**src/rtl/core/servo_bus_packet_framer_macros.svh**
```systemverilog
// assertion macros for the servo bus packet framer
`ifndef SERVO_BUS_PACKET_FRAMER_MACROS_SVH
`define SERVO_BUS_PACKET_FRAMER_MACROS_SVH

`ifndef SYNTHESIS
// same-cycle implication, clocked on clk, off during reset
`define SBPF_ASSERT_IMP(lbl, ante, cons) \
    lbl: assert property (@(posedge clk) disable iff (!rst_n) (ante) |-> (cons)) \
        else $error("sbpf assertion failed");
// next-cycle implication, clocked on clk, off during reset
`define SBPF_ASSERT_NXT(lbl, ante, cons) \
    lbl: assert property (@(posedge clk) disable iff (!rst_n) (ante) |=> (cons)) \
        else $error("sbpf assertion failed");
`else
`define SBPF_ASSERT_IMP(lbl, ante, cons)
`define SBPF_ASSERT_NXT(lbl, ante, cons)
`endif

`endif

```
**src/rtl/core/sbpf_pkg.sv**
```systemverilog
// shared types and constants of the servo bus packet framer
package sbpf_pkg;

    typedef logic [7:0]  byte_t;
    typedef logic [15:0] crc_t;
    typedef logic [3:0]  step_t;

    // configuration port
    localparam int CFG_IDX_W = 2;
    typedef logic [CFG_IDX_W-1:0] cfg_idx_t;
    localparam cfg_idx_t CFG_DEVICE_ID    = 2'd0;
    localparam cfg_idx_t CFG_PROTOCOL_TWO = 2'd1;

    localparam byte_t DEVICE_ID_RESET = 8'd1;

    // item kinds
    typedef enum logic {
        FUNC_START = 1'b0,
        FUNC_PARAM = 1'b1
    } func_t;

    // framing constants
    localparam byte_t SYNC_BYTE   = 8'hFF;
    localparam byte_t P2_HDR_FD   = 8'hFD;
    localparam byte_t P2_RESERVED = 8'h00;
    localparam crc_t  CRC_POLY    = 16'h8005;
    localparam byte_t LEN_ADD_P2  = 8'd3;
    localparam byte_t LEN_ADD_P1  = 8'd2;
    localparam step_t HDR_LEN_P2  = 4'd8;
    localparam step_t HDR_LEN_P1  = 4'd5;

    // one accepted item waiting for the byte sequencer
    typedef struct packed {
        logic  valid;
        logic  func;
        logic  proto2;
        logic  with_check;
        byte_t dev_id;
        byte_t inst;
        byte_t count;
        byte_t pbyte;
    } item_t;

endpackage

```
**src/rtl/core/sbpf_cmd_if.sv**
```systemverilog
// command channel: start and parameter words into the framer
interface sbpf_cmd_if;
    import sbpf_pkg::*;

    logic  valid;
    logic  ready;
    logic  func;
    byte_t instruction_code;
    byte_t param_count;
    byte_t param_byte;

    modport source (output valid, output func, output instruction_code,
                    output param_count, output param_byte, input ready);
    modport sink   (input valid, input func, input instruction_code,
                    input param_count, input param_byte, output ready);
endinterface

```
**src/rtl/core/sbpf_txd_if.sv**
```systemverilog
// byte channel: framed packet bytes toward the uart
interface sbpf_txd_if;
    import sbpf_pkg::*;

    logic  valid;
    logic  ready;
    byte_t tx_byte;
    logic  end_of_packet;
    logic  last_of_run;

    modport source (output valid, output tx_byte, output end_of_packet,
                    output last_of_run, input ready);
    modport sink   (input valid, input tx_byte, input end_of_packet,
                    input last_of_run, output ready);
endinterface

```
**src/rtl/core/servo_bus_packet_framer.sv**
```systemverilog
// Servo bus instruction packet framer. Each word on cmd is either a start
// (func 0: instruction and parameter count) or one parameter byte (func 1);
// each word on txd is one byte of the framed packet. Protocol 2 frames as
// FF FF FD 00 ID LEN_L LEN_H INST params CRC_L CRC_H (CRC-16 0x8005, init 0,
// MSB first), protocol 1 as FF FF ID LEN INST params ~SUM. The byte sequencer
// puts out one byte per cycle into a single output register while txd is
// ready; a start gives 8 header bytes (5 under protocol 1), plus 2 (or 1)
// check bytes when the count is zero, and a parameter its byte, plus those on
// the last one of a packet. A parameter with no open packet is taken and gives
// nothing. The next command word is taken in the same cycle the previous one's
// last byte is loaded, so bytes stream without gaps while txd keeps up. The
// user must write configuration through cfg_we/cfg_index/cfg_data only while
// the block is idle, not enforced here. Reset leaves device_id 1 and protocol 2.
`include "servo_bus_packet_framer_macros.svh"

module servo_bus_packet_framer (
    input  logic               clk,
    input  logic               rst_n,
    input  logic               cfg_we,
    input  sbpf_pkg::cfg_idx_t cfg_index,
    input  sbpf_pkg::byte_t    cfg_data,
    sbpf_cmd_if.sink           cmd,
    sbpf_txd_if.source         txd
);
    import sbpf_pkg::*;

    // configuration registers
    byte_t device_id_reg;
    logic  protocol_two_reg;

    // item handed from intake to the sequencer
    item_t item;
    logic  take;

    always_ff @(posedge clk or negedge rst_n)
    begin
        if (!rst_n)
        begin
            device_id_reg    <= DEVICE_ID_RESET;
            protocol_two_reg <= 1'b1;
        end
        else if (cfg_we)
        begin
            unique case (cfg_index)
                CFG_DEVICE_ID:    device_id_reg    <= cfg_data;
                CFG_PROTOCOL_TWO: protocol_two_reg <= cfg_data[0];
                default:          ; // unused indexes are ignored
            endcase
        end
    end

    // packet bookkeeping happens as words arrive; stray parameters die here
    sbpf_intake u_intake (
        .clk          (clk),
        .rst_n        (rst_n),
        .device_id    (device_id_reg),
        .protocol_two (protocol_two_reg),
        .cmd          (cmd),
        .take         (take),
        .item         (item)
    );

    // running crc and sum live next to the byte they cover
    sbpf_emit u_emit (
        .clk   (clk),
        .rst_n (rst_n),
        .item  (item),
        .take  (take),
        .txd   (txd)
    );

    // the final check byte always closes the run of its word
    `SBPF_ASSERT_IMP(a_eop_is_last, txd.valid && txd.end_of_packet, txd.last_of_run)
    // retiring an item puts its last byte on the output next cycle
    `SBPF_ASSERT_NXT(a_take_shows_last, take, txd.valid && txd.last_of_run)
    // a stalled output register holds the sequencer back
    `SBPF_ASSERT_IMP(a_stall_blocks_take, txd.valid && !txd.ready, !take)

endmodule

```
**src/rtl/core/sbpf_intake.sv**
```systemverilog
// input stage: packet bookkeeping and the item register
module sbpf_intake (
    input  logic           clk,
    input  logic           rst_n,
    input  sbpf_pkg::byte_t device_id,
    input  logic           protocol_two,
    sbpf_cmd_if.sink       cmd,
    input  logic           take,
    output sbpf_pkg::item_t item
);
    import sbpf_pkg::*;

    logic  packet_open_reg, packet_open_next;
    byte_t params_left_reg, params_left_next;
    logic  item_valid_reg, item_valid_next;
    item_t item_reg;
    item_t load;
    logic  accept;
    logic  is_start;

    assign cmd.ready = !item_valid_reg || take;
    assign accept    = cmd.valid && cmd.ready;
    assign is_start  = (cmd.func == FUNC_START);

    always_comb
    begin
        packet_open_next = packet_open_reg;
        params_left_next = params_left_reg;
        item_valid_next  = item_valid_reg && !take;

        load.valid      = 1'b1;
        load.func       = cmd.func;
        load.proto2     = protocol_two;
        load.dev_id     = device_id;
        load.inst       = cmd.instruction_code;
        load.count      = cmd.param_count;
        load.pbyte      = cmd.param_byte;
        load.with_check = 1'b0;

        if (accept)
        begin
            if (is_start)
            begin
                // a new start abandons whatever was open
                load.with_check  = (cmd.param_count == 8'd0);
                packet_open_next = (cmd.param_count != 8'd0);
                params_left_next = cmd.param_count;
                item_valid_next  = 1'b1;
            end
            else if (packet_open_reg)
            begin
                load.with_check  = (params_left_reg == 8'd1);
                packet_open_next = (params_left_reg != 8'd1);
                params_left_next = params_left_reg - 8'd1;
                item_valid_next  = 1'b1;
            end
            // stray parameter: dropped, nothing loaded
        end
    end

    always_ff @(posedge clk or negedge rst_n)
    begin
        if (!rst_n)
        begin
            packet_open_reg <= 1'b0;
            params_left_reg <= 8'd0;
            item_valid_reg  <= 1'b0;
        end
        else
        begin
            packet_open_reg <= packet_open_next;
            params_left_reg <= params_left_next;
            item_valid_reg  <= item_valid_next;
        end
    end

    always_ff @(posedge clk)
    begin
        if (accept)
        begin
            item_reg <= load;
        end
    end

    always_comb
    begin
        item       = item_reg;
        item.valid = item_valid_reg;
    end

endmodule

```
**src/rtl/core/sbpf_emit.sv**
```systemverilog
// byte sequencer: header, parameter and check bytes into the output register
module sbpf_emit (
    input  logic            clk,
    input  logic            rst_n,
    input  sbpf_pkg::item_t item,
    output logic            take,
    sbpf_txd_if.source      txd
);
    import sbpf_pkg::*;

    localparam step_t SUM_FROM_P2 = 4'd4;
    localparam step_t SUM_FROM_P1 = 4'd2;

    step_t step_reg, step_next;
    crc_t  crc_reg, crc_next;
    byte_t sum_reg, sum_next;
    logic  out_valid_reg, out_valid_next;
    byte_t tx_byte_reg;
    logic  eop_reg;
    logic  last_reg;

    logic  gen;
    logic  is_start;
    logic  first;
    logic  in_check;
    logic  add_sum;
    logic  at_last;
    step_t base_cnt;
    step_t chk_cnt;
    step_t last_step;
    byte_t cur_byte;
    crc_t  crc_base;
    byte_t sum_base;

    function automatic crc_t crc_byte(crc_t crc, byte_t b);
        crc_t c;
        c = crc ^ {b, 8'h00};
        for (int k = 0; k < 8; k++)
        begin
            c = c[15] ? ({c[14:0], 1'b0} ^ CRC_POLY) : {c[14:0], 1'b0};
        end
        return c;
    endfunction

    function automatic byte_t hdr_byte(logic p2, step_t s, byte_t id, byte_t inst,
                                       byte_t cnt);
        logic [8:0] len;
        byte_t      b;
        len = {1'b0, cnt} + {1'b0, (p2 ? LEN_ADD_P2 : LEN_ADD_P1)};
        b   = inst;
        if (p2)
        begin
            case (s) inside
                4'd0, 4'd1: b = SYNC_BYTE;
                4'd2:       b = P2_HDR_FD;
                4'd3:       b = P2_RESERVED;
                4'd4:       b = id;
                4'd5:       b = len[7:0];
                4'd6:       b = {7'd0, len[8]};
                default:    b = inst;
            endcase
        end
        else
        begin
            case (s) inside
                4'd0, 4'd1: b = SYNC_BYTE;
                4'd2:       b = id;
                4'd3:       b = len[7:0];
                default:    b = inst;
            endcase
        end
        return b;
    endfunction

    always_comb
    begin
        is_start  = (item.func == FUNC_START);
        base_cnt  = is_start ? (item.proto2 ? HDR_LEN_P2 : HDR_LEN_P1) : 4'd1;
        chk_cnt   = item.with_check ? (item.proto2 ? 4'd2 : 4'd1) : 4'd0;
        last_step = base_cnt + chk_cnt - 4'd1;
        in_check  = (step_reg >= base_cnt);
        at_last   = (step_reg == last_step);
        first     = is_start && (step_reg == 4'd0);

        gen  = item.valid && (!out_valid_reg || txd.ready);
        take = gen && at_last;

        // check bytes never feed the running checks: the next start clears them
        if (in_check)
        begin
            if (item.proto2)
            begin
                cur_byte = (step_reg == base_cnt) ? crc_reg[7:0] : crc_reg[15:8];
            end
            else
            begin
                cur_byte = ~sum_reg;
            end
        end
        else if (is_start)
        begin
            cur_byte = hdr_byte(item.proto2, step_reg, item.dev_id, item.inst, item.count);
        end
        else
        begin
            cur_byte = item.pbyte;
        end

        add_sum = !in_check &&
                  (!is_start || (step_reg >= (item.proto2 ? SUM_FROM_P2 : SUM_FROM_P1)));

        crc_base = first ? 16'd0 : crc_reg;
        sum_base = first ? 8'd0 : sum_reg;
        crc_next = crc_reg;
        sum_next = sum_reg;
        if (gen && !in_check)
        begin
            crc_next = crc_byte(crc_base, cur_byte);
            sum_next = add_sum ? (sum_base + cur_byte) : sum_base;
        end

        step_next = step_reg;
        if (gen)
        begin
            step_next = at_last ? 4'd0 : (step_reg + 4'd1);
        end

        out_valid_next = gen || (out_valid_reg && !txd.ready);
    end

    always_ff @(posedge clk or negedge rst_n)
    begin
        if (!rst_n)
        begin
            step_reg      <= 4'd0;
            crc_reg       <= 16'd0;
            sum_reg       <= 8'd0;
            out_valid_reg <= 1'b0;
        end
        else
        begin
            step_reg      <= step_next;
            crc_reg       <= crc_next;
            sum_reg       <= sum_next;
            out_valid_reg <= out_valid_next;
        end
    end

    always_ff @(posedge clk)
    begin
        if (gen)
        begin
            tx_byte_reg <= cur_byte;
            eop_reg     <= in_check && at_last;
            last_reg    <= at_last;
        end
    end

    assign txd.valid         = out_valid_reg;
    assign txd.tx_byte       = tx_byte_reg;
    assign txd.end_of_packet = eop_reg;
    assign txd.last_of_run   = last_reg;

endmodule
```
**src/flat_wrapper.sv**
```systemverilog
// flat-port wrapper written by rule: the top's interface ports become plain ports
module servo_bus_packet_framer_flat import sbpf_pkg::*;
  (clk, rst_n, cfg_we, cfg_index, cfg_data, cmd_valid, cmd_func, cmd_instruction_code, cmd_param_count, cmd_param_byte, cmd_ready, txd_valid, txd_tx_byte, txd_end_of_packet, txd_last_of_run, txd_ready);
  sbpf_cmd_if cmd_i ();
  sbpf_txd_if txd_i ();
  input  logic clk;
  input  logic rst_n;
  input  logic cfg_we;
  input  sbpf_pkg::cfg_idx_t cfg_index;
  input  sbpf_pkg::byte_t cfg_data;
  input wire logic [$bits(cmd_i.valid)-1:0] cmd_valid;
  input wire logic [$bits(cmd_i.func)-1:0] cmd_func;
  input wire logic [$bits(cmd_i.instruction_code)-1:0] cmd_instruction_code;
  input wire logic [$bits(cmd_i.param_count)-1:0] cmd_param_count;
  input wire logic [$bits(cmd_i.param_byte)-1:0] cmd_param_byte;
  output wire logic [$bits(cmd_i.ready)-1:0] cmd_ready;
  output wire logic [$bits(txd_i.valid)-1:0] txd_valid;
  output wire logic [$bits(txd_i.tx_byte)-1:0] txd_tx_byte;
  output wire logic [$bits(txd_i.end_of_packet)-1:0] txd_end_of_packet;
  output wire logic [$bits(txd_i.last_of_run)-1:0] txd_last_of_run;
  input wire logic [$bits(txd_i.ready)-1:0] txd_ready;
  assign cmd_i.valid = cmd_valid;
  assign cmd_i.func = cmd_func;
  assign cmd_i.instruction_code = cmd_instruction_code;
  assign cmd_i.param_count = cmd_param_count;
  assign cmd_i.param_byte = cmd_param_byte;
  assign cmd_ready = cmd_i.ready;
  assign txd_valid = txd_i.valid;
  assign txd_tx_byte = txd_i.tx_byte;
  assign txd_end_of_packet = txd_i.end_of_packet;
  assign txd_last_of_run = txd_i.last_of_run;
  assign txd_i.ready = txd_ready;
  servo_bus_packet_framer u_core (.clk(clk), .rst_n(rst_n), .cfg_we(cfg_we), .cfg_index(cfg_index), .cfg_data(cfg_data), .cmd(cmd_i), .txd(txd_i));
endmodule
```
**config.mk**
```make
export PLATFORM = sky130hd
export DESIGN_NAME = servo_bus_packet_framer_flat
export DESIGN_NICKNAME = d
export VERILOG_FILES = /design/src/rtl/core/sbpf_pkg.sv /design/src/rtl/core/sbpf_cmd_if.sv /design/src/rtl/core/sbpf_txd_if.sv /design/src/rtl/core/servo_bus_packet_framer.sv /design/src/rtl/core/sbpf_intake.sv /design/src/rtl/core/sbpf_emit.sv /design/src/flat_wrapper.sv
export VERILOG_INCLUDE_DIRS = /design/src /design/src/rtl/core
export SDC_FILE = /design/constraint.sdc
export NUM_CORES = 1
export LEC_CHECK = 0
export BUFFER_PORTS_ARGS = -buffer_cell sky130_fd_sc_hd__buf_4
export CORE_UTILIZATION = 35
export CTS_CLUSTER_DIAMETER = 150
export DETAILED_ROUTE_END_ITERATION = 12
export GPL_ROUTABILITY_DRIVEN = 1
export HOLD_SLACK_MARGIN = 0.12
export PLACE_DENSITY = 0.6
export SLEW_MARGIN = 20
export SYNTH_ARGS = -nofsm -noshare
export SYNTH_HDL_FRONTEND = slang
export SYNTH_SLANG_ARGS = --single-unit
export TNS_END_PERCENT = 10
```
**constraint.sdc**
```tcl
create_clock -name clk -period 4.85 [get_ports clk]
set_input_delay 0.485 -clock clk [delete_from_list [all_inputs] [get_ports clk]]
set_output_delay 0.485 -clock clk [all_outputs]
set_load 0.02 [all_outputs]
```
======== Yosys cells after proc, flatten, opt, wreduce, memory -nomap -nowiden ========
Cells that the tools add are included.
cells by class
  add/sub/neg operators ................... 6
  multipliers ............................. 0
  divide/modulo/power cells ............... 0
  magnitude comparators ................... 2
  equality and inequality tests ........... 12
  shift operators ......................... 0
  multiplexer cells ....................... 41
  bitwise operators ....................... 11
  reductions and logical operators ........ 26
operators with widths
  cell                                                                      count
  16-bit 2-to-1 mux                                                         9
  8-bit 2-to-1 mux                                                          18
  3-bit inverter                                                            8
  16-bit XOR                                                                1
  4-bit by 3-bit equality test with 1-bit output (second input constant)    3
  4-bit 2-to-1 mux                                                          3
  8-bit by 2-bit adder with 9-bit output                                    1
  1-bit logical AND                                                         9
  8-bit adder                                                               1
  4-bit by 2-bit equality test with 1-bit output (second input constant)    2
  4-bit equality test                                                       2
  8-bit by 1-bit equality test with 1-bit output (second input constant)    1
  8-bit zero test                                                           1
  1-bit 2-to-1 mux                                                          8
  8-bit by 1-bit inequality test with 1-bit output (second input constant)  1
  8-bit inverter                                                            1
  8-bit nonzero test                                                        1
  8-bit by 1-bit subtractor with 8-bit output (second input constant)       1
  2-bit AND reduction                                                       3
  1-bit zero test                                                           5
  4-bit by 1-bit adder with 4-bit output (second input constant)            1
  4-bit by 2-bit adder with 4-bit output                                    1
  4-bit by 1-bit equality test with 1-bit output (second input constant)    1
  4-bit by 3-bit >= comparator with 1-bit output                            1
  11 further kinds                                                          15
word-level totals
  flip-flop bits (word level) ............. 93
  bits in latches ......................... 0
  bits in writable memories ............... 0
  bits in read-only memories .............. 0
  input bits .............................. 40
  output and inout bits ................... 12
  memories ................................ 0

======== Logic depth before layout (Yosys ltp) ========
Gate-level depths: netlist of run 1.
  depth after elaboration ................. 28
  mapped depth ............................ 21

======== Modules after synthesis ========
A second synthesis of run 1 with hierarchy kept.
unflattened totals
  cell total of the unflattened synthesis .. 528
  area total of the unflattened synthesis .. 5537.8 sq um
modules (own cells, without submodules)
  module                   instances  cells an instance  area an instance (sq um)  seq. area each (sq um)
  sbpf_emit                1          396                3464.6                    1026.0
  sbpf_intake              1          112                1717.9                    1301.2
  servo_bus_packet_framer  1          20                 355.3                     227.7

======== Least setup slack after synthesis of run 1 ========
Ideal clock, no wire load.
  path type ............................... reg2reg
  start point ............................. register u_core.u_intake.item_reg (netlist bit u_core.u_intake.item[33])
  end point ............................... register u_core.u_intake.packet_open_reg
  library setup time ...................... 0.124 ns
  arrival ................................. 3.958 ns
  data required time ...................... 4.726 ns
  path slack .............................. 0.768 ns
  cell stages (with the launch flop) ...... 12
  buffers on the path ..................... 3
  period minus slack after synthesis ...... 4.082 ns
  cell sequence ........................... edfxtp_1 -> clkbuf_8 -> clkbuf_1 -> buf_2 -> nand2_1 -> ha_1 -> xor2_1 -> xnor2_1 -> o2111ai_1 -> a21oi_1 -> nand2_1 -> a22o_1
between the ends
  cells in the longest elaborated chain, start to end .. 8
RTL lines
  what                                                                      RTL line                          source
  start: declaration                                                        sbpf_intake.sv:16                 item_t item_reg;
  start signal: assignment                                                  sbpf_intake.sv:81                 item_reg <= load;
  4-bit 2-to-1 mux / 2-bit 2-to-1 mux (equally long branches) (2 in a row)  sbpf_emit.sv:78, sbpf_emit.sv:79
  4-bit by 2-bit adder with 4-bit output *                                  sbpf_emit.sv:80                   last_step = base_cnt + chk_cnt - 4'd1;
  4-bit by 1-bit subtractor with 4-bit output *                             sbpf_emit.sv:80
  4-bit equality test *                                                     sbpf_emit.sv:82                   at_last = (step_reg == last_step);
  1-bit logical AND *                                                       sbpf_emit.sv:86                   take = gen && at_last;
  1-bit logical OR *                                                        sbpf_intake.sv:21                 assign cmd.ready = !item_valid_reg || take;
  1-bit logical AND *                                                       sbpf_intake.sv:22                 assign accept = cmd.valid && cmd.ready;
  named net u_core.u_intake.accept                                          sbpf_intake.sv:18                 logic accept;
  end signal: assignment                                                    sbpf_intake.sv:71                 packet_open_reg <= packet_open_next;
  end: declaration                                                          sbpf_intake.sv:13                 logic packet_open_reg, packet_open_next;
The timed path passes the listed nets; every way through them passes the cells marked *.
A chain may end at the register's enable or synchronous reset.

======== Final worst setup path of run 1 ========
  start point ............................. register u_core.u_intake.item_reg (netlist bit u_core.u_intake.item[34])
  end point ............................... register u_core.u_emit.crc_reg[15]
RTL lines
  what                                 RTL line          source
  4-bit 2-to-1 mux                     sbpf_emit.sv:78   base_cnt = is_start ? (item.proto2 ? HDR_LEN_P2 : HDR_LEN_P1) : 4'd1;
  4-bit equality test                  sbpf_emit.sv:93   cur_byte = (step_reg == base_cnt) ? crc_reg[7:0] : crc_reg[15:8];
  8-bit 2-to-1 mux                     sbpf_emit.sv:93
  8-bit 2-to-1 mux                     sbpf_emit.sv:91   if (item.proto2)
  8-bit 2-to-1 mux *                   sbpf_emit.sv:89   if (in_check)
  named net u_core.u_emit.cur_byte[7]  sbpf_emit.sv:31   byte_t cur_byte;
  16-bit XOR *                         sbpf_emit.sv:37   c = crc ^ {b, 8'h00};
  16-bit 2-to-1 mux * (8 in a row)     sbpf_emit.sv:40   c = c[15] ? ({c[14:0], 1'b0} ^ CRC_POLY) : {c[14:0], 1'b0};
  end signal: assignment               sbpf_emit.sv:143  crc_reg <= crc_next;
  end: declaration                     sbpf_emit.sv:15   crc_t crc_reg, crc_next;
Marked as above.

==> impl_metrics.yaml, run 1 <==
sta:
  setup_slack_ns: 0.5586
  max_freq_ghz: 0.2330
  hold_ws_ns: 0.1733
  final.period_utilization_pct: 88.48
  slew_headroom_pct: 40.04
  hold_viol: 0
  finClkSkew_ns: 0.008098
  worst_slew_pin_slew_ns: 0.8975
  finalSetupViolCount: 0
  setup_tns_ns: 0
  slew_viol_final: 0
  period_needed_ns: 4.291
  grt_setup_unrepaired: "no"
layout:
  diodes: 0
  postLayoutCoreUtil_pct: 42.07
  fill_cells: 1476
  nNetsFinal: 653
  drive_above_1_share_pct: 17.62
  largest_reg_flops: 35
  fin_area_um2: 6466
  syn2layout_area_growth_pct: 15.72
yosys:
  synth_edf_count: 45
  yosys.cell_types.count: 76
  synth-compound-area-share_pct: 17.40
  synth-xor-area-share_pct: 7.904
  netlist.top_cell.by_area: "edfxtp_1"
  avgSynthCellArea_um2: 10.29
  ys_seq_elements: 93
  synth-adder-area-share_pct: 5.060
  synth_area_um2: 5588
  yosys.area.top_type_share_pct: 24.18
  syn-num-nets: 605
  ys_seq_area_share_pct: 45.72
  ys_async_sr_fraction_pct: 51.61
  synth_top_family_by_area: "compound AO/OA/AOI/OAI gates"
  synth_area_leaders: "edfxtp_1, dfrtp_1, xnor2_1"
  synth_ff_type: "dfrtp_1"
  ys_warn_count: 0
  synthMuxAreaShare_pct: 4.344
  synth-simple-area-share_pct: 15.32
  synth_cells: 543
cts:
  cts_buffers: 9
  clkTransAtPathRegs_ns: 0.07
  clkLatencyLatePin_ns: 0.35
  postCtsSetupRepairBufs: 0
  cts_resized: 0
  clockRootBuffer: "clkbuf_16"
  cts_hold_buf: 0
  tritoncts: "done"
  h-tree-depth: 3
  clockBufferDepth: 2
  clock-sinks: 93
global_route:
  grt_pass1_vias: 4309
  antenna_found_initial: 0
  grt_first_pass_wirelength_mm: 22.77
  grt_usage_pct: 18.24
  grt_overflow: 0
  grt_max_degree: 49
die:
  rows: 45
  die_x_um: 128.4
  dieArea_um2: 16480
  io_pins: 52
  coreArea_um2: 15370
  start_util_pct: 36.35
  die_h_um: 128.4
job:
  drv_cap: 0
drt:
  drc_errors: 0
  via_per_inst: 5.312
  vias: 4287
  drt_wl_total_mm: 13.96
  drtIter0Drc: 379
  detail-route-antenna-nets: 0
  detailedRoute.firstPassIterationCount: 5
  drt-wirelength-per-cell_um: 17.30
setup_path:
  crit_slowest_cell: "edfxtp_1"
  crit_chain: "nor2_1 -> inv_1 -> ha_1 -> nand4b_1 -> buf_4 -> o211a_4 -> o21ai_2 -> or4_4 -> o211ai_4 -> xor2_2 -> xnor3_2 -> xnor3_1 -> o21ai_1"
  path_max_fanout: 25
  path_class: "register to register"
  start_kind: "register"
  critPathMaxStageDelay_ns: 0.56
  cp_data_required_time_ns: 5.12
  cp_data_arrival_time_ns: 4.56
  endpoint_kind: "register"
placed_design:
  place_ws_ns: 0.5886
  place_hpwl_mm: 10.27
  portBuffers: 51
  placed_cell_area_um2: 6172
  place_congestion: 0.9278
pwr:
  p_leak_nw: 2.643
  vdd_drop_max_mv: 0.5869
  power_density_nw_per_um2: 908.3
hold_path:
  hold_path_class: "input pin to async pin"
run_status:
  status: "finished, final reports clean"
## layer usage
| layer | up-vias | track usage [%] | share of wire [%] | wire (um) |
|---|---|---|---|---|
| met1 | 2065 | 24.68 | 47 | 6549 |
| met2 | 142 | 28.87 | 46 | 6434 |
| met3 | 20 | 3.368 | 5.2 | 727 |
| met4 | 0 | 7.336 | 1.8 | 249 |
| met5 | - | 0 | 0 | 0 |
| li1 | 2060 | - | - | - |
## critical path: cells and delay by family, from the launching register on
family | cells | cell delay, ns
and+or+nand+nor | 3 | 1.08
xor gates and xnor gates | 3 | 1.05
AOI/OAI and AO/OA | 4 | 0.91
DFF | 1 | 0.56
buffers and inverters | 2 | 0.31
adders and majority gates | 1 | 0.30
## cells in the final DEF (no fill, tap or decap), types with 15 or more instances in the layout
cell       n
nand2_1   67
buf_4     61
dfrtp_1   46
edfxtp_1  45
o21ai_0   41
nor2_1    40
xnor2_1   32
inv_1     21
ha_1      21
a21oi_1   19
nor2b_1   15
## synthesized netlist by cell type, drive strengths merged (4+ instances only)
master and instances:
edfxtp 45, nor3b 5, o2111ai 5, nand2 68, inv 21, ha 21, xor2 7, nor2b 15
a22o 10, dfrtp 46, nand4 4, o21a 7, xnor2 32, nand3 8, xnor3 4, o21bai 7
mux2 10, clkbuf 17, nor3 10, a21oi 20, nor2 40, nand3b 5, nand2b 6, buf 7
a211oi 5, mux2i 13, o21ai 45, a21o 5, o211ai 4
## cell type report
| class | instances | area [um2] | share of cell area (%) |
|---|---|---|---|
| clock buffers | 9 | 225.2 | 3.483 |
| clock inverters | 7 | 63.81 | 0.9868 |
| well taps | 211 | 264.0 | 4.083 |
| inverters | 22 | 82.58 | 1.277 |
| multi-input cells | 404 | 2818 | 43.58 |
| repair buffers | 61 | 457.9 | 7.082 |
| flip-flops and latches | 93 | 2555 | 39.51 |
## cells by family (layout without fill, tap and decap cells)
logic type | Yosys count | count (layout)
flip-flops | 93 | 93
XOR/XNOR | 43 | 43
AND/OR/NAND/NOR | 176 | 176
multiplexers | 23 | 23
AO/OA/AOI/OAI | 140 | 140
adder cells (fa/ha/maj) | 22 | 22
buffers and inverters | 46 | 99
## final timing paths
check / start / end / slack, ns / cells after the start
setup / recovery: u_core.u_intake.item[34] / u_core.u_emit.crc_reg[15] / 0.56 / 13
hold / removal: rst_n / u_core.u_emit.txd.valid / 0.17 / 1
setup reg to reg: u_core.u_intake.item[34] / u_core.u_emit.crc_reg[15] / 0.56 / 13
hold reg to reg: u_core.device_id_reg[4] / u_core.u_intake.item[28] / 0.44 / 0
max in group asynchronous: rst_n / u_core.u_emit.sum_reg[5] / 4.23 / 1
min in group clk: cmd_instruction_code[0] / u_core.u_intake.item[16] / 0.31 / 1
## power by group
part | total, mW | switching [mW] | internal (mW)
combinational | 3.74 | 1.90 | 1.84
sequential | 1.43 | 0.252 | 1.18
clock | 0.700 | 0.303 | 0.397
## metrics by stage
step                instances  power, mW
floorplan                 543      4.374
CTS                       807      5.881
global placement          791      5.118
detailed placement        791      5.173
global route              807      6.285
finish                    807      5.873
Power figures use the tool's default switching activity.
==> inputs of run 2 (changes only) <==
- ABC_AREA: unset -> 1
- clock period: 4.85 -> 4.45 ns (I/O delays scaled with it)
==> run 2 against run 1 <==
Effect of this change: sequential cell count unchanged; combinational power decreased by 12%; critical path type unchanged; clock-buffer cell count increased by 1; critical endpoint is now u_core.u_emit.sum_reg[7]; register-to-register slack got worse by 0.08 ns; worst setup slack got worse by 0.081 ns; final area increased by 2.9%; maximum frequency increased by 8.0%; worst hold slack got worse by 0.068 ns; non-clock buffer count decreased by 3; sequential power increased by 3%; final cell count increased by 21%.
==> impl_metrics.yaml, run 2 <==
yosys:
  yosys.cell_types.count: 50
  synth_commonest_cells: "nand2_1, inv_1, nor2_1"
  ys_async_sr_fraction_pct: 51.61
  synth_ff_type: "dfrtp_1"
  synth_cells: 705
  synth_area_um2: 5762
  ys_seq_elements: 93
  yosysMostFrequentCell: "nand2_1"
  synth_edf_count: 45
  synth_area_leaders: "edfxtp_1, dfrtp_1, nand2_1"
  syn-num-nets: 767
  netlist.top_cell.by_area: "edfxtp_1"
  yosys.area.top_type_share_pct: 23.45
  ys_seq_area_share_pct: 44.34
  avgSynthCellArea_um2: 8.173
  ys_warn_count: 0
global_route:
  grt_usage_pct: 18.17
  grtUsageMet1_pct: 26.53
  grt_pass1_vias: 4399
  antenna_found_initial: 0
  grt_max_degree: 49
  grt_util_met3_pct: 3.854
  busiest_layer: "met2"
  grt_first_pass_wirelength_mm: 23.09
  use_met2_pct: 26.72
  grt_overflow: 0
placed_design:
  portBuffers: 51
  place_congestion: 0.8696
  dp_cells: 962
  placed_cell_area_um2: 6362
  place_hpwl_mm: 10.68
cts:
  cts_buffers: 9
  h-tree-depth: 3
  postCtsSetupRepairBufs: 0
  clockBufferDepth: 2
  clkLatencyLatePin_ns: 0.36
  clock-sinks: 93
  tritoncts: "done"
  clockRootBuffer: "clkbuf_16"
  cts_resized: 0
  clkTransAtPathRegs_ns: 0.07
  cts_hold_buf: 0
layout:
  fill_cells: 1662
  syn2layout_area_growth_pct: 15.44
  final_cell_mix: "nand2_1, inv_1, nor2_1, nand3_1, buf_4"
  final_common_cell: "nand2_1"
  fin_area_um2: 6651
  final_cells: 978
  drive_above_1_share_pct: 17.45
  nNetsFinal: 819
  largest_reg_flops: 35
  diodes: 0
setup_path:
  rrSetupSlack_ns: 0.48
  cp_data_required_time_ns: 4.69
  path_class: "register to register"
  endpoint_kind: "register"
  cp_data_arrival_time_ns: 4.22
  worstSetupStartpoint: "u_core.u_intake.item[34]"
  worst_r2r_endpoint: "u_core.u_emit.sum_reg[7]"
  rr_worst_depth: 23
  path_max_fanout: 10
  regToRegStartpoint: "u_core.u_intake.item[34]"
  start_kind: "register"
drt:
  drt_wl_total_mm: 14.26
  vias: 4794
  drc_errors: 0
  drtIter0Drc: 261
  via_per_inst: 4.902
  drt-wirelength-per-cell_um: 14.58
  detailedRoute.firstPassIterationCount: 5
  detail-route-antenna-nets: 0
die:
  rows: 46
  dieArea_um2: 16980
  coreArea_um2: 16000
  start_util_pct: 36.01
  io_pins: 52
  die_h_um: 130.3
  die_x_um: 130.3
sta:
  setup_tns_ns: 0
  finalSetupViolCount: 0
  slew_viol_final: 0
  finClkSkew_ns: 0.01016
  final.period_utilization_pct: 89.26
  grt_setup_unrepaired: "no"
  slew_headroom_pct: 54.73
  hold_viol: 0
  worst_slew_pin_slew_ns: 0.6791
  max_freq_ghz: 0.2518
  period_needed_ns: 3.972
hold_path:
  hold_path_class: "input pin to async pin"
pwr:
  power_density_nw_per_um2: 830.3
  total_power_mw: 5.523
  p_leak_nw: 3.063
  vdd_drop_max_mv: 0.3037
run_status:
  status: "finished, final reports clean"
job:
  drv_cap: 0
## run 2: changes by cell type after synthesis, moves of 9 or more
cell	change
nand3_1	+59
inv_2	+11
o211ai_1	+12
nor2b_1	-15
nor2_1	+35
nand2_1	+84
a22o_1	-10
nand2_2	+18
mux2i_1	-13
xnor2_1	-27
inv_1	+58
clkbuf_1	-9
## run 2: worst max path at each step
stage | depth (start not counted) | endpoint | slack, ns
3_3_place_gp | 24 | u_core.u_emit.sum_reg[7] | 0.56
3_5_place_dp | 23 | u_core.u_emit.sum_reg[7] | 0.52
5_1_grt | 23 | u_core.u_emit.sum_reg[7] | 0.07
6_report | 23 | u_core.u_emit.sum_reg[7] | 0.48
4_1_cts | 23 | u_core.u_emit.sum_reg[7] | 0.49
2_1_floorplan | 23 | u_core.u_emit.sum_reg[7] | 0.92
## run 2: stage by stage
step           worst slack (ns)  utilization, %  hold slack (ns)
3_3_place_gp             0.5581           39.76           0.4288
2_1_floorplan            0.9246               -           0.1494
4_1_cts                  0.4890           41.57           0.1446
5_1_grt                 0.07321           41.57           0.1641
6_report                 0.4778           41.57           0.1054
3_5_place_dp             0.5197           39.76           0.4359
## run 2: cells by family after synthesis
kind of cell | after synthesis | share of synthesized area (%)
AO/OA/AOI/OAI | 116 | 11.68
XOR/XNOR | 18 | 2.736
adder cells (fa/ha/maj) | 22 | 4.908
buffers and inverters | 109 | 7.818
flip-flops | 93 | 44.34
multiplexers | 8 | 1.564
AND/OR/NAND/NOR | 339 | 26.95
## run 2: metal layers
metal	part of all wire (%)	up-vias	wire, um
li1	-	2452	-
met1	52	2212	7357
met2	42	115	6050
met3	4.5	15	637
met4	1.5	0	214
met5	0	-	0
## run 2: report_power, final
group	total (mW)	switching [mW]	internal, mW
clock network	0.762	0.358	0.403
logic	3.29	2.15	1.14
registers	1.47	0.209	1.26
## run 2: critical path, stage by stage, from the launching register on
cell	delay, ns
edfxtp_1	0.56
nor2_2	0.23
inv_1	0.06
ha_1	0.33
nand2_1	0.08
nor2_2	0.34
o21ai_0	0.13
a21oi_1	0.13
o21ai_1	0.11
nand2_2	0.11
inv_1	0.09
ha_1	0.30
a21oi_1	0.17
o21bai_1	0.11
a21oi_1	0.13
inv_1	0.05
a21oi_1	0.19
nor2_1	0.06
nor2_1	0.08
nor2_1	0.05
or3_1	0.30
nand4_1	0.09
xnor2_1	0.12
inv_1	0.05
## run 2: cell type report
cell class,count,area [um2],area share (%)
Clock inverter,6,50.05,0.7524
Timing Repair Buffer,58,435.4,6.546
Tap cell,216,270.3,4.063
Inverter,92,345.3,5.192
Sequential cell,93,2555,38.41
Multi-Input combinational cell,503,2756,41.44
Clock buffer,10,239.0,3.593
